$ cat src/psc_pkg.sv
// ----------------------------------------------------------------------------
// psc_pkg
// shared widths, phase codes and controller/datapath interface structs for
// the plane span coalescer
// ----------------------------------------------------------------------------
package psc_pkg;

	localparam int SCREEN_ROWS = 64;
	localparam int ROW_W = $clog2(SCREEN_ROWS);
	localparam int COL_W = 9;
	localparam int EXT_W = 8;

	typedef enum logic [1:0] {
		PH_CT,
		PH_CB,
		PH_OT,
		PH_OB
	} phase_t;

	typedef struct packed {
		logic   load_in;
		logic   load_ctr;
		phase_t ld_phase;
		logic   step;
		logic   rd_en;
		logic   wr_en;
		phase_t phase;
	} dp_cmd_t;

	typedef struct packed {
		logic [3:0] en;
		logic       at_end;
		logic       can_issue;
	} dp_status_t;

endpackage

$ cat src/psc_ram.sv
// ----------------------------------------------------------------------------
// psc_ram
// generic single write port, single read port ram with registered read
// ----------------------------------------------------------------------------
module psc_ram #(
	parameter int WIDTH = 8,
	parameter int DEPTH = 64
) (
	input  logic                     clk,
	input  logic                     wr_en,
	input  logic [$clog2(DEPTH)-1:0] wr_addr,
	input  logic [WIDTH-1:0]         wr_data,
	input  logic                     rd_en,
	input  logic [$clog2(DEPTH)-1:0] rd_addr,
	output logic [WIDTH-1:0]         rd_data
);

	logic [WIDTH-1:0] mem_q [DEPTH];

	always_ff @(posedge clk) begin
		if (wr_en) begin
			mem_q[wr_addr] <= wr_data;
		end
		if (rd_en) begin
			rd_data <= mem_q[rd_addr];
		end
	end

endmodule

$ cat src/psc_dp.sv
// ----------------------------------------------------------------------------
// psc_dp
// datapath: input word latch, row range logic for the four scan phases,
// row counter, start-column ram, read stage and output register
// ----------------------------------------------------------------------------
module psc_dp (
	input  logic                          clk,
	input  logic                          arst_n,
	input  psc_pkg::dp_cmd_t              cmd,
	output psc_pkg::dp_status_t           status,
	input  logic [psc_pkg::COL_W-1:0]     column,
	input  logic [psc_pkg::EXT_W-1:0]     prev_top,
	input  logic [psc_pkg::EXT_W-1:0]     prev_bottom,
	input  logic [psc_pkg::EXT_W-1:0]     cur_top,
	input  logic [psc_pkg::EXT_W-1:0]     cur_bottom,
	output logic                          out_valid,
	input  logic                          out_stall,
	output logic [psc_pkg::ROW_W-1:0]     row,
	output logic [psc_pkg::COL_W-1:0]     span_start,
	output logic [psc_pkg::COL_W-1:0]     span_end,
	output logic                          last_span
);
	import psc_pkg::*;

	localparam int XW = EXT_W + 1;
	localparam logic [XW-1:0] ROW_LIM = XW'(SCREEN_ROWS);
	localparam logic [XW-1:0] ROW_MAX = XW'(SCREEN_ROWS - 1);
	localparam logic [XW-1:0] ONE = XW'(1);

	logic [COL_W-1:0] column_q;
	logic [EXT_W-1:0] prev_top_q, prev_bottom_q, cur_top_q, cur_bottom_q;
	logic [ROW_W-1:0] cnt_q;

	logic [XW-1:0] t1, b1, t2, b2;
	logic [XW-1:0] hi1, t1n, lo2, b1n, hi3, t2n, lo4;
	logic [XW-1:0] hi1c, hi2c, hi3c, hi4c;
	logic          act1, act2, act3, act4;
	logic [ROW_W-1:0] end_row, load_row;
	logic          asc;
	logic          last_now;
	logic [COL_W-1:0] end_val;

	logic             s1_v_q;
	logic [ROW_W-1:0] row_s1;
	logic [COL_W-1:0] end_s1;
	logic             last_s1;
	logic             adv;
	logic [COL_W-1:0] rd_data;

	logic             out_v_q;
	logic [ROW_W-1:0] row_q;
	logic [COL_W-1:0] span_start_q, span_end_q;
	logic             last_span_q;

	// row ranges of the four phases
	assign t1 = {1'b0, prev_top_q};
	assign b1 = {1'b0, prev_bottom_q};
	assign t2 = {1'b0, cur_top_q};
	assign b2 = {1'b0, cur_bottom_q};

	assign act1 = (t1 < t2) && (t1 <= b1);
	assign hi1  = ((t2 - ONE) < b1) ? (t2 - ONE) : b1;
	assign t1n  = act1 ? (hi1 + ONE) : t1;

	assign act2 = (b1 > b2) && (b1 >= t1n);
	assign lo2  = ((b2 + ONE) > t1n) ? (b2 + ONE) : t1n;
	assign b1n  = act2 ? (lo2 - ONE) : b1;

	assign act3 = (t2 < t1n) && (t2 <= b2);
	assign hi3  = ((t1n - ONE) < b2) ? (t1n - ONE) : b2;
	assign t2n  = act3 ? (hi3 + ONE) : t2;

	assign act4 = (b2 > b1n) && (b2 >= t2n);
	assign lo4  = ((b1n + ONE) > t2n) ? (b1n + ONE) : t2n;

	// clip to the screen
	assign hi1c = (hi1 < ROW_LIM) ? hi1 : ROW_MAX;
	assign hi2c = (b1 < ROW_LIM) ? b1 : ROW_MAX;
	assign hi3c = (hi3 < ROW_LIM) ? hi3 : ROW_MAX;
	assign hi4c = (b2 < ROW_LIM) ? b2 : ROW_MAX;

	assign status.en[PH_CT] = act1 && (t1 < ROW_LIM);
	assign status.en[PH_CB] = act2 && (lo2 < ROW_LIM);
	assign status.en[PH_OT] = act3 && (t2 < ROW_LIM);
	assign status.en[PH_OB] = act4 && (lo4 < ROW_LIM);

	always_comb begin
		case (cmd.ld_phase)
			PH_CT:   load_row = t1[ROW_W-1:0];
			PH_CB:   load_row = hi2c[ROW_W-1:0];
			PH_OT:   load_row = t2[ROW_W-1:0];
			PH_OB:   load_row = hi4c[ROW_W-1:0];
			default: load_row = t1[ROW_W-1:0];
		endcase
		case (cmd.phase)
			PH_CT: begin
				end_row   = hi1c[ROW_W-1:0];
				asc       = 1'b1;
			end
			PH_CB: begin
				end_row   = lo2[ROW_W-1:0];
				asc       = 1'b0;
			end
			PH_OT: begin
				end_row   = hi3c[ROW_W-1:0];
				asc       = 1'b1;
			end
			PH_OB: begin
				end_row   = lo4[ROW_W-1:0];
				asc       = 1'b0;
			end
			default: begin
				end_row   = hi1c[ROW_W-1:0];
				asc       = 1'b1;
			end
		endcase
	end

	assign status.at_end = (cnt_q == end_row);
	assign last_now = status.at_end &&
		((cmd.phase == PH_CB) || ((cmd.phase == PH_CT) && !status.en[PH_CB]));
	assign end_val = column_q - COL_W'(1);

	// read stage and output register
	assign adv = s1_v_q && (!out_v_q || !out_stall);
	assign status.can_issue = !s1_v_q || adv;

	always_ff @(posedge clk or negedge arst_n) begin
		if (!arst_n) begin
			s1_v_q  <= 1'b0;
			out_v_q <= 1'b0;
		end else begin
			if (cmd.rd_en) begin
				s1_v_q <= 1'b1;
			end else if (adv) begin
				s1_v_q <= 1'b0;
			end
			if (adv) begin
				out_v_q <= 1'b1;
			end else if (!out_stall) begin
				out_v_q <= 1'b0;
			end
		end
	end

	always_ff @(posedge clk) begin
		if (cmd.load_in) begin
			column_q      <= column;
			prev_top_q    <= prev_top;
			prev_bottom_q <= prev_bottom;
			cur_top_q     <= cur_top;
			cur_bottom_q  <= cur_bottom;
		end
		if (cmd.load_ctr) begin
			cnt_q <= load_row;
		end else if (cmd.step) begin
			cnt_q <= asc ? (cnt_q + ROW_W'(1)) : (cnt_q - ROW_W'(1));
		end
		if (cmd.rd_en) begin
			row_s1  <= cnt_q;
			end_s1  <= end_val;
			last_s1 <= last_now;
		end
		if (adv) begin
			row_q        <= row_s1;
			span_start_q <= rd_data;
			span_end_q   <= end_s1;
			last_span_q  <= last_s1;
		end
	end

	psc_ram #(
		.WIDTH (COL_W),
		.DEPTH (SCREEN_ROWS)
	) u_start_ram (
		.clk     (clk),
		.wr_en   (cmd.wr_en),
		.wr_addr (cnt_q),
		.wr_data (column_q),
		.rd_en   (cmd.rd_en),
		.rd_addr (cnt_q),
		.rd_data (rd_data)
	);

	assign out_valid  = out_v_q;
	assign row        = row_q;
	assign span_start = span_start_q;
	assign span_end   = span_end_q;
	assign last_span  = last_span_q;

endmodule

$ cat src/psc_ctrl.sv
// ----------------------------------------------------------------------------
// psc_ctrl
// controller: takes one input word, then walks the close-top, close-bottom,
// open-top and open-bottom phases, skipping the empty ones
// ----------------------------------------------------------------------------
module psc_ctrl (
	input  logic                clk,
	input  logic                arst_n,
	input  logic                in_valid,
	output logic                in_stall,
	input  psc_pkg::dp_status_t status,
	output psc_pkg::dp_cmd_t    cmd
);
	import psc_pkg::*;

	typedef enum logic [2:0] {
		S_IDLE,
		S_START,
		S_CT,
		S_CB,
		S_OT,
		S_OB
	} state_t;

	state_t     state_q, state_d;
	logic [3:0] mask;
	logic       done;
	logic       found;
	phase_t     nxt_ph;

	function automatic state_t ph_state(input phase_t p);
		case (p)
			PH_CT:   ph_state = S_CT;
			PH_CB:   ph_state = S_CB;
			PH_OT:   ph_state = S_OT;
			PH_OB:   ph_state = S_OB;
			default: ph_state = S_CT;
		endcase
	endfunction

	// lowest enabled phase still ahead
	always_comb begin
		found  = |mask;
		nxt_ph = PH_OB;
		if (mask[PH_OT]) begin
			nxt_ph = PH_OT;
		end
		if (mask[PH_CB]) begin
			nxt_ph = PH_CB;
		end
		if (mask[PH_CT]) begin
			nxt_ph = PH_CT;
		end
	end

	always_comb begin
		cmd          = '0;
		cmd.phase    = PH_CT;
		cmd.ld_phase = nxt_ph;
		state_d      = state_q;
		mask         = 4'b0000;
		done         = 1'b0;
		in_stall     = (state_q != S_IDLE);
		case (state_q)
			S_IDLE: begin
				if (in_valid) begin
					cmd.load_in = 1'b1;
					state_d     = S_START;
				end
			end
			S_START: begin
				mask = status.en;
				done = 1'b1;
			end
			S_CT: begin
				cmd.phase  = PH_CT;
				mask       = status.en & 4'b1110;
				cmd.rd_en  = status.can_issue;
				done       = status.can_issue;
			end
			S_CB: begin
				cmd.phase  = PH_CB;
				mask       = status.en & 4'b1100;
				cmd.rd_en  = status.can_issue;
				done       = status.can_issue;
			end
			S_OT: begin
				cmd.phase  = PH_OT;
				mask       = status.en & 4'b1000;
				cmd.wr_en  = 1'b1;
				done       = 1'b1;
			end
			S_OB: begin
				cmd.phase  = PH_OB;
				cmd.wr_en  = 1'b1;
				done       = 1'b1;
			end
			default: begin
				state_d = S_IDLE;
			end
		endcase
		if (done) begin
			if ((state_q == S_START) || status.at_end) begin
				if (found) begin
					cmd.load_ctr = 1'b1;
					state_d      = ph_state(nxt_ph);
				end else begin
					state_d = S_IDLE;
				end
			end else begin
				cmd.step = 1'b1;
			end
		end
	end

	always_ff @(posedge clk or negedge arst_n) begin
		if (!arst_n) begin
			state_q <= S_IDLE;
		end else begin
			state_q <= state_d;
		end
	end

endmodule

$ cat src/plane_span_coalescer.sv
// ----------------------------------------------------------------------------
// plane_span_coalescer
// turns column extents into closed row spans
// ----------------------------------------------------------------------------
// One column word is taken at a time. After the word is accepted the block
// first sets up the row ranges, then handles every on-screen row whose run
// closes (each reads that row's start column from the start-column ram,
// whose single read port sets the pace) and every on-screen row that opens
// (single write port); rows off the screen are skipped. The input stays
// stalled for the whole word, also while the output is stalled with its read
// stage full. Spans come out one per cycle while the output is not stalled,
// closing rows from the top downward, then from the bottom upward, with
// last_span set on the final span of a column. A column that closes nothing
// gives no spans. Start columns of rows never opened read as undefined.
module plane_span_coalescer (
	input  logic                      clk,
	input  logic                      arst_n,
	input  logic                      in_valid,
	output logic                      in_stall,
	input  logic [psc_pkg::COL_W-1:0] column,
	input  logic [psc_pkg::EXT_W-1:0] prev_top,
	input  logic [psc_pkg::EXT_W-1:0] prev_bottom,
	input  logic [psc_pkg::EXT_W-1:0] cur_top,
	input  logic [psc_pkg::EXT_W-1:0] cur_bottom,
	output logic                      out_valid,
	input  logic                      out_stall,
	output logic [psc_pkg::ROW_W-1:0] row,
	output logic [psc_pkg::COL_W-1:0] span_start,
	output logic [psc_pkg::COL_W-1:0] span_end,
	output logic                      last_span
);
	import psc_pkg::*;

	dp_cmd_t    cmd;
	dp_status_t status;

	psc_ctrl u_ctrl (
		.clk      (clk),
		.arst_n   (arst_n),
		.in_valid (in_valid),
		.in_stall (in_stall),
		.status   (status),
		.cmd      (cmd)
	);

	psc_dp u_dp (
		.clk         (clk),
		.arst_n      (arst_n),
		.cmd         (cmd),
		.status      (status),
		.column      (column),
		.prev_top    (prev_top),
		.prev_bottom (prev_bottom),
		.cur_top     (cur_top),
		.cur_bottom  (cur_bottom),
		.out_valid   (out_valid),
		.out_stall   (out_stall),
		.row         (row),
		.span_start  (span_start),
		.span_end    (span_end),
		.last_span   (last_span)
	);

endmodule

$ cat config.mk
export PLATFORM = sky130hd
export DESIGN_NAME = plane_span_coalescer
export DESIGN_NICKNAME = d
export VERILOG_FILES = /design/src/psc_pkg.sv /design/src/psc_ram.sv /design/src/psc_dp.sv /design/src/psc_ctrl.sv /design/src/plane_span_coalescer.sv
export SDC_FILE = /design/constraint.sdc
export NUM_CORES = 1
export LEC_CHECK = 0
export BUFFER_PORTS_ARGS = -buffer_cell sky130_fd_sc_hd__buf_2
export CELL_PAD_IN_SITES_DETAIL_PLACEMENT = 0
export CELL_PAD_IN_SITES_GLOBAL_PLACEMENT = 1
export CORE_MARGIN = 4
export CORE_UTILIZATION = 50
export DETAILED_ROUTE_END_ITERATION = 16
export GPL_ROUTABILITY_DRIVEN = 0
export HOLD_SLACK_MARGIN = 0.15
export PLACE_DENSITY_LB_ADDON = 0.08
export SETUP_SLACK_MARGIN = 0.2
export SLEW_MARGIN = 10
export SYNTH_ARGS = -nofsm -noshare
export SYNTH_HDL_FRONTEND = slang
export SYNTH_HIERARCHICAL = 1
export SYNTH_SLANG_ARGS = --single-unit
$ cat constraint.sdc
create_clock -name clk -period 29.6 [get_ports clk]
set_clock_uncertainty 0.15 [all_clocks]
set_input_delay 0 -clock clk [delete_from_list [all_inputs] [get_ports clk]]
set_output_delay 0 -clock clk [all_outputs]
set_load 0.02 [all_outputs]
==> Yosys cells after proc, flatten, opt, wreduce, memory -nomap -nowiden <==
Memories as Yosys holds them, arrays and structs flattened. A register that Yosys moved wholly into a read port is not among the register bits.
Index checks and enable logic that the tools add are counted.
{ "classes": {"n_addsub": 10, "order_cmp": 20, "eq_ne": 13, "muxes": 44, "n_reduce_logical": 32} }
{ "op_table": {"columns": ["cell", "n"], "rows": [
  ["2-to-1 mux 9 bit", 7],
  ["case mux 6 bit (4 select lines)", 2],
  ["2-to-1 mux 6 bit", 7],
  ["< comparator 9 x 7 -> 1 bit (second input constant)", 4],
  ["< comparator 8 x 7 -> 1 bit (second input constant)", 4],
  ["adder 9 x 1 -> 9 bit (second input constant)", 3],
  ["subtractor 9 x 1 -> 9 bit (second input constant)", 3],
  [">= comparator 8 x 9 -> 1 bit", 2],
  ["> comparator 9 bit", 2],
  ["< comparator 9 x 8 -> 1 bit", 2],
  ["<= comparator 8 bit", 2],
  ["2-to-1 mux 1 bit", 16],
  ["case mux 4 bit (4 select lines)", 1],
  ["2-to-1 mux 3 bit", 4],
  ["case mux 3 bit (4 select lines)", 1],
  ["logical AND 1 bit", 11],
  ["adder 8 x 1 -> 9 bit (second input constant)", 1],
  ["> comparator 8 x 9 -> 1 bit", 1],
  ["< comparator 8 x 9 -> 1 bit", 1],
  ["subtractor 8 x 1 -> 9 bit (second input constant)", 1],
  ["equality test 2 bit (second input constant)", 4],
  ["> comparator 8 bit", 1],
  ["< comparator 8 bit", 1],
  ["OR reduction 2 bit", 4],
  ["other kinds (21)", 34]
]} }
{ "totals": {"regBits": 93, "mem_bits_rw": 576, "input_bits": 45, "output_inout_bits": 27, "elab_cells": 136, "n_memories": 1} }
{ "memory_table": {"columns": ["name", "depth", "word_bits", "read_ports", "rd_clocked_by_memory_dff", "wr", "line", "rtl"], "rows": [
  ["u_dp.u_start_ram.mem_q", 64, 9, 1, 1, 1, "psc_ram.sv:18", "logic [WIDTH-1:0] mem_q [DEPTH];"]
]} }

==> Logic depth before layout (Yosys ltp) <==
Gate-level depths: netlist of run 1.
{ "depth": {"depth_word": 23, "ltp_mapped": 61, "mapped_depth_nobuf": 55} }

==> By module <==
Netlist of run 1, hierarchy kept.
{ "by_module_without_submodules": {"columns": ["module", "instances", "cells_each", "area_per_inst_um2", "seq_area_each_um2"], "rows": [
  ["psc_ram", 1, 1020, 22684.3, 17566.8],
  ["psc_dp", 1, 910, 8544.4, 2692.6],
  ["psc_ctrl", 1, 44, 366.6, 75.1]
]} }

==> Least setup slack after synthesis of run 1 <==
Ideal clock, no wire load.
{ "synth_path": {"path_kind": "register to register", "from": "reg u_dp.cur_top_q[0]", "to": "reg u_dp.cnt_q[2] (data pin)", "setup_ns": 0.152, "arrival_ns": 12.086, "required_ns": 29.298, "slack_ns": 17.211, "path_stages_with_launch": 55, "n_path_buf": 6, "path_cell_list": "edfxtp_1 buf_2 inv_1 ha_1 buf_2 or3b_1 xnor2_1 inv_1 ha_1 nand3_1 a21boi_0 a311oi_1 nand2_1 buf_2 buf_1 nand2_1 o21ai_0 ha_1 [... 19 more ...] xor2_1 ha_1 a21oi_1 a21boi_0 o31ai_1 o21ai_0 a21o_1 a32o_1 nor4_1 nand4bb_1 nor4_1 mux2i_1 o2bb2ai_4 inv_2 nor2_1 clkbuf_1 o311ai_0 o21ai_0"} }
{ "synth_lines": {"columns": ["item", "line", "rtl"], "rows": [
  ["from (decl)", "psc_dp.sv:31", "logic [EXT_W-1:0] prev_top_q, prev_bottom_q, cur_top_q, cur_bottom_q;"],
  ["from (signal assigned)", "psc_dp.sv:151", "cur_top_q <= cur_top;"],
  ["to (signal assigned)", "psc_dp.sv:155", "cnt_q <= load_row;"],
  ["to (signal assigned)", "psc_dp.sv:157", "cnt_q <= asc ? (cnt_q + ROW_W'(1)) : (cnt_q - ROW_W'(1));"],
  ["to (decl)", "psc_dp.sv:32", "logic [ROW_W-1:0] cnt_q;"]
]} }

==> results.cfg, run 1 <==
[status]
status = finished clean

[power]
total_switching_power_mw = 1.55
cellPowerDensity_nw_per_um2 = 108
p_clk_frac = 0.221
p_sw_frac = 0.398
p_leak_nw = 12.1
pwr-share-comb = 0.462
p_int_mw = 2.34
pwr-share-seq = 0.317
ir_worst_vdd_mv = 0.0766

[drt]
drt-wirelength-per-cell_um = 28.2
ant_nets = 0
viasPerCell = 6.30
drtIter0Drc = 1922
drc = 0
routed_wl_um = 85800
routed-via-count = 19200
dr.pass1.iters = 6

[critical_path]
crit_path_end_kind = flop
arrival_ns = 15.36
worst_r2r_path_depth = 51
critPathMaxFanout = 20
worstSetupStartpointType = flop
reg2reg_from = u_dp/cur_top_q[0]$_DFFE_PP_
max_stage_delay_ns = 0.75
cp_top_family = compound AO/OA/AOI/OAI gates
r2r-end = u_dp/cnt_q[0]$_DFFE_PP_
timing.critical_path.buf_inv = 7
crit_path_top_delay_cell = nor4_1
rrSetupSlack_ns = 14.39
criticalPathCategory = reg2reg
cp.required_ns = 29.74
crit_top_cell = ha_1

[sta]
min_period_over_period = 0.514
slew_violations = 0
totalNegativeSetupSlack_ns = 0
final.min_clock_period_ns = 15.21
setup_viol = 0
max_slew_margin = 0.177
max_slew.worst_pin.slew_ns = 1.23
hold_viol = 0
rsz0062_at_grt = false
holdWs_ns = 0.186
fmax_ghz = 0.0657

[layout]
final_nets = 2302
multi_input_comb_area_um2 = 10500
fill_cells = 4836
regArea_um2 = 20300
drive_above_1_share = 0.181
syn_to_final_growth_pct = 13.7
n_antenna_cell = 0

[global_routing]
met3_usage = 0.0461
grt_max_degree = 141
grt_first_pass_wirelength_um = 127000
grtUsageMet2 = 0.397
grt.met1_usage = 0.379
antenna_found_initial = 1
grt_pass1_vias = 19000
grt_usage = 0.256
top_usage_layer = met2
grt_overflow = 0

[logic_synthesis]
syn_area_per_cell_um2 = 16.0
synthCells = 1974
seq_area_frac_synth = 0.644
netlist_area_um2 = 31600
netlist.area_leader.share = 0.640
synth_nets = 2118
yosys.cell_types.count = 107
yosys_warnings = 6
ys_dominant_reg_cell = edfxtp_1
ys_ff_latch = 678
synth_area_leaders = edfxtp_1, mux4_2, ha_1, nor2_1, mux2i_1
synthArstFlopShare = 0.00737
yosysTopAreaCell = edfxtp_1
synth-edff-count = 673

[place]
dpl.hpwl_um = 54600
port_buffers = 71

[cts]
cts_resized = 0
cts_root_buf = clkbuf_16
cts.sinks = 678
clkLatencyLatePin_ns = 0.62
clkTransAtPathRegs_ns = 0.06
tritoncts = built
holdBufCountCts = 87
cts-buffers-inserted = 72
clock_path_buffers = 3
post-cts-setup-buffers = 0
cts_htree_levels = 3

[floorplanning]
core_area_um2 = 62200
die_area_um2 = 67300
die_height_um = 259
design.portCount = 72
start_util = 0.508
die_x_um = 259
rows = 91

[worst_hold_path]
min_path_type = in2async

[run]
max_cap_viol_count = 0
## cells in the mapped netlist, drive strengths merged (5+ instances only)
| library cell | n |
|---|---|
| o21bai | 8 |
| o22ai | 17 |
| a21oi | 53 |
| xor2 | 15 |
| nand2b | 27 |
| and2 | 9 |
| nor4b | 5 |
| and3 | 8 |
| nor3 | 27 |
| mux2i | 44 |
| a311oi | 5 |
| nand2 | 91 |
| o2111ai | 6 |
| o211ai | 25 |
| mux2 | 6 |
| edfxtp | 673 |
| ha | 98 |
| a211oi | 18 |
| nand3 | 43 |
| or3 | 8 |
| nor2 | 130 |
| a2111oi | 9 |
| inv | 62 |
| nor4 | 7 |
| nor2b | 28 |
| mux4 | 151 |
| a21boi | 7 |
| a22oi | 20 |
| o32ai | 6 |
| a21o | 14 |
| dfrtp | 5 |
| o21ai | 60 |
| o221ai | 10 |
| clkbuf | 35 |
| buf | 51 |
| a31oi | 11 |
| o31ai | 7 |
| nand4 | 21 |
| xnor2 | 46 |
| or2 | 8 |
| o21a | 12 |
| a211o | 8 |
## placed cells by master, fill, tap and decap left out, types with 14 or more instances in the layout
master / count
edfxtp_1: 673
mux4_2: 143
nor2_1: 128
ha_1: 98
nand2_1: 91
dlygate4sd3_1: 87
clkbuf_16: 74
buf_2: 71
inv_1: 60
a21oi_1: 53
o21ai_0: 51
mux2i_1: 44
nand3_1: 43
xnor2_1: 43
buf_4: 37
nor2b_1: 28
nand2b_1: 27
nor3_1: 26
o211ai_1: 22
nand4_1: 21
a22oi_1: 19
clkinv_1: 16
o22ai_1: 16
xor2_1: 15
a211oi_1: 15
a21o_1: 14
## worst max-delay path by stage
stage	from	to	slack [ns]	cells after the start
floorplan	u_dp/cur_top_q[0]$_DFFE_PP_	u_dp/cnt_q[2]$_DFFE_PP_	17.21	54
global placement	u_dp/cur_top_q[0]$_DFFE_PP_	u_dp/cnt_q[1]$_DFFE_PP_	15.18	51
detailed placement	u_dp/cur_top_q[0]$_DFFE_PP_	u_dp/cnt_q[4]$_DFFE_PP_	14.79	51
CTS	u_dp/cur_top_q[0]$_DFFE_PP_	u_dp/cnt_q[2]$_DFFE_PP_	14.71	51
global route	u_dp/cur_top_q[0]$_DFFE_PP_	u_dp/cnt_q[2]$_DFFE_PP_	13.12	52
finish	u_dp/cur_top_q[0]$_DFFE_PP_	u_dp/cnt_q[0]$_DFFE_PP_	14.39	51
## worst reg2reg max path: cells and delay by family, from the launching register on
kind | cells | cell delay, ns
xor+xnor | 3 | 0.42
compound gates | 20 | 5.36
fa+ha+maj | 6 | 2.24
flops | 1 | 0.55
mux | 3 | 0.72
buf+inv | 7 | 1.37
simple gates | 12 | 4.05
## final cells by class
cell class | instances | area share
flip-flops and latches | 678 | 0.566
multi-input cells | 1147 | 0.293
clock inverters | 40 | 0.00972
inverters | 63 | 0.00658
repair buffers | 196 | 0.0424
clock buffers | 87 | 0.0529
well taps | 837 | 0.0291
## sequential cells by signal (all words and copies together) (netlist names)
| name | count |
|---|---|
| u_dp/u_start_ram/mem_q | 576 |
| u_dp/column_q | 9 |
| u_dp/end_s1 | 9 |
| u_dp/span_end | 9 |
| u_dp/span_start | 9 |
| u_dp/u_start_ram/rd_data | 9 |
| u_dp/cur_bottom_q | 8 |
| u_dp/cur_top_q | 8 |
| u_dp/prev_bottom_q | 8 |
| u_dp/prev_top_q | 8 |
| u_dp/cnt_q | 6 |
| u_dp/row | 6 |
| u_dp/row_s1 | 6 |
| u_ctrl/state_q | 3 |
| u_dp/last_s1 | 1 |
| u_dp/last_span | 1 |
| u_dp/out_valid | 1 |
| u_dp/s1_v_q | 1 |
## cell families after synthesis
logic type      share of synthesized area
xor+xnor                           0.0176
flops                               0.644
buf+inv                            0.0232
fa+ha+maj                          0.0401
mux                                 0.125
compound gates                     0.0809
simple gates                       0.0699
## power groups by stage
stage / clock, mW / sequential, mW / combinational [mW]
2_1_floorplan: 0 / 1.26 / 1.22
3_3_place_gp: 0 / 1.25 / 1.75
3_5_place_dp: 0 / 1.25 / 1.76
4_1_cts: 0.879 / 1.23 / 1.78
5_1_grt: 0.922 / 1.24 / 1.94
6_report: 0.859 / 1.23 / 1.80
## per-stage QoR
stage / setup slack (ns) / power (mW) / std cells / util / cell area (um^2)
6_report: 14.39 / 3.89 / 3048 / 0.578 / 35900
5_1_grt: 13.12 / 4.10 / 3048 / 0.578 / 35900
4_1_cts: 14.71 / 3.89 / 3048 / 0.578 / 35900
3_5_place_dp: 14.79 / 3.01 / 2834 / 0.528 / 32800
3_3_place_gp: 15.18 / 3.00 / 2834 / 0.528 / 32800
2_1_floorplan: 17.21 / 2.47 / 1974 / - / 31600
## metal layers
| layer | vias up | share of wire | routed length, um |
|---|---|---|---|
| li1 | 8358 | - | - |
| met4 | 2 | 0.027 | 2320 |
| met2 | 739 | 0.46 | 39800 |
| met5 | - | 0.00017 | 15 |
| met1 | 9963 | 0.44 | 37500 |
| met3 | 149 | 0.072 | 6150 |
No activity file was read; power rests on OpenSTA's default activity.
==> inputs of run 2 (changes only) <==
Settings changed: ABC_AREA set to 1.
Clock period 29.6 ns to 14 ns, I/O delays scaled along.
==> run 2 against run 1 <==
  * Sequential share of layout area shrank 0.49 points
  * Critical path depth is 18 higher
  * Largest power group unchanged
  * Area after synthesis rose by 1.7%
  * Critical path type unchanged
  * Count of clock-buffer cells in the layout is 5 higher
  * Maximum frequency increased by 43%
  * Worst hold slack better by 0.043 ns
  * Die area increased by 1.6%
  * Setup slack got worse by 11 ns
  * Via count up 20%
  * Clock power grew 120%
  * Combinational power rose by 89%
==> results.cfg, run 2 <==
[status]
status = finished clean

[drt]
ant_nets = 0
viasPerCell = 5.62
drtIter0Drc = 2139
drt-wirelength-per-cell_um = 22.1
routed_wl_um = 90400
dr.pass1.iters = 6
routed-via-count = 23000
drc = 0

[global_routing]
grt_usage = 0.265
grt_pass1_vias = 22300
antenna_found_initial = 0
grt_overflow = 0
grt_max_degree = 173
grt_first_pass_wirelength_um = 137000

[logic_synthesis]
synthArstFlopShare = 0.00737
netlist.area_leader.share = 0.629
netlist_area_um2 = 32100
synth_most_common_cell = nand2_1
seq_area_frac_synth = 0.633
ys_dominant_reg_cell = edfxtp_1
synthCells = 3062
synth-edff-count = 673
yosysTopAreaCell = edfxtp_1
yosys_warnings = 6
syn_area_per_cell_um2 = 10.5
synth_commonest_cells = nand2_1, edfxtp_1, nand3_1
yosys.cell_types.count = 57
synth_nets = 3206
synth_area_leaders = edfxtp_1, nand2_1, nand3_1, ha_1, inv_1
ys_ff_latch = 678

[floorplanning]
design.portCount = 72
die_height_um = 261
core_area_um2 = 63300
start_util = 0.507
die_x_um = 261
die_area_um2 = 68400
rows = 92

[run]
max_cap_viol_count = 0

[sta]
slew_violations = 0
max_slew.worst_pin.slew_ns = 1.22
min_period_over_period = 0.759
totalNegativeSetupSlack_ns = 0
hold_viol = 0
holdWs_ns = 0.229
final.min_clock_period_ns = 10.63
max_slew_margin = 0.181
setup_viol = 0
fin_ws_ns = 3.37
rsz0062_at_grt = false
fmax_ghz = 0.0940

[place]
port_buffers = 71
dpl_cell_area_um2 = 33000
dpl.hpwl_um = 55900
place_inst = 3884
dp_slack_ns = 3.60

[critical_path]
worstSetupStartpointType = flop
timing.critical_path.buf_inv = 11
critPathMaxFanout = 14
cp_top_family = simple AND/OR/NAND/NOR gates
criticalPathCategory = reg2reg
max_stage_delay_ns = 0.56
crit_path_end_kind = flop
arrival_ns = 10.81
crit_path_top_delay_cell = o21ai_1
cp.required_ns = 14.18
crit_top_cell = nand2_1

[worst_hold_path]
min_path_type = in2async

[layout]
final_nets = 3343
fill_cells = 5427
most-common-layout-cells = nand2_1, edfxtp_1, nand3_1
drive_above_1_share = 0.0969
fin_cells = 4099
layout_commonest_cell = nand2_1
regMostFlops = u_dp/u_start_ram/mem_q
largest_reg_flops = 576
final_area_um2 = 36200
fin_util = 0.573
syn_to_final_growth_pct = 12.9

[power]
ir_worst_vdd_mv = 0.169
pwr-share-comb = 0.436
pwr-share-seq = 0.322
total_power_mw = 7.80
p_sw_frac = 0.422
p_int_mw = 4.51
p_clk_frac = 0.242
cellPowerDensity_nw_per_um2 = 215
p_leak_nw = 14.1
total_switching_power_mw = 3.30

[cts]
cts_root_buf = clkbuf_16
cts_htree_levels = 3
tritoncts = built
clkTransAtPathRegs_ns = 0.06
clkLatencyLatePin_ns = 0.60
clock_path_buffers = 3
cts-buffers-inserted = 72
cts.sinks = 678
[run 2: cell count changes in the layout (fill, tap and decap cells not counted), sizes merged, moves of 15 or more]
cell    previous run  this run
inv               68       176
nand3             43       595
mux4             151         0
a211oi            18         3
nand2             91      1022
nor2b             28         0
a22oi             20         0
xnor2             46         8
mux2i             44         0
o211ai            25         4
nand2b            27         0
[run 2: timing repair]
item,in CTS,in global routing
endpoints found under the hold margin,116,0
gates resized for setup,0,0
hold buffers,87,0
setup buffers,0,0
[run 2: power groups by stage]
stage	Combinational, mW	Clock, mW	Sequential, mW
3_5_place_dp	3.34	0	2.56
3_3_place_gp	3.30	0	2.55
4_1_cts	3.37	1.93	2.51
6_report	3.40	1.89	2.51
2_1_floorplan	2.39	0	2.56
5_1_grt	3.77	2.02	2.52
[run 2: path summary, 6_finish.rpt]
kind                                                       start                            to  slack (ns)  depth (start not counted)
setup / recovery                     u_dp/cur_top_q[2]$_DFFE_PP_       u_dp/cnt_q[3]$_DFFE_PP_        3.37                         69
hold / removal                                            arst_n    u_dp/out_valid$_DFFE_PN0P_        0.23                          3
setup reg to reg                     u_dp/cur_top_q[2]$_DFFE_PP_       u_dp/cnt_q[3]$_DFFE_PP_        3.37                         69
hold reg to reg            u_dp/u_start_ram/rd_data[2]$_DFFE_PP_  u_dp/span_start[2]$_DFFE_PP_        0.27                          0
max in group asynchronous                                 arst_n   u_ctrl/state_q[0]$_DFF_PN0_       13.17                          3
min in group clk           u_dp/u_start_ram/rd_data[2]$_DFFE_PP_  u_dp/span_start[2]$_DFFE_PP_        0.27                          0
[run 2: cell families (layout without fill, tap and decap cells)]
logic type	Yosys count	after routing	synth area share
flops	678	678	0.633
compound gates	126	126	0.0236
simple gates	1826	1826	0.251
other cells	0	1	0
fa+ha+maj	99	99	0.0388
xor+xnor	25	25	0.00682
buf+inv	308	498	0.0467
[run 2: final cells by class]
type	instances	area [um^2]	share of cell area
Sequential cell	678	20300	0.561
Tap cell	846	1060	0.0292
Multi-Input combinational cell	2076	10300	0.285
Timing Repair Buffer	195	1520	0.0418
Antenna cell	1	2.50	0.0000690
Clock buffer	92	1950	0.0538
Clock inverter	35	387	0.0107
Inverter	176	674	0.0186
[run 2: routing by layer]
| metal | routed length (um) | track usage | vias up |
|---|---|---|---|
| li1 | - | - | 10900 |
| met1 | 37400 | 0.352 | 11200 |
| met2 | 43200 | 0.437 | 800 |
| met3 | 5160 | 0.0331 | 191 |
| met4 | 4600 | 0.128 | 0 |
| met5 | 0 | 0 | - |
[run 2: worst register-to-register path, delay by kind of cell (launching register included)]
| kind | cells | cell delay (ns) |
|---|---|---|
| compound gates | 10 | 2.54 |
| xor+xnor | 1 | 0.22 |
| simple gates | 41 | 4.30 |
| fa+ha+maj | 6 | 1.72 |
| buf+inv | 11 | 0.94 |
| flops | 1 | 0.51 |
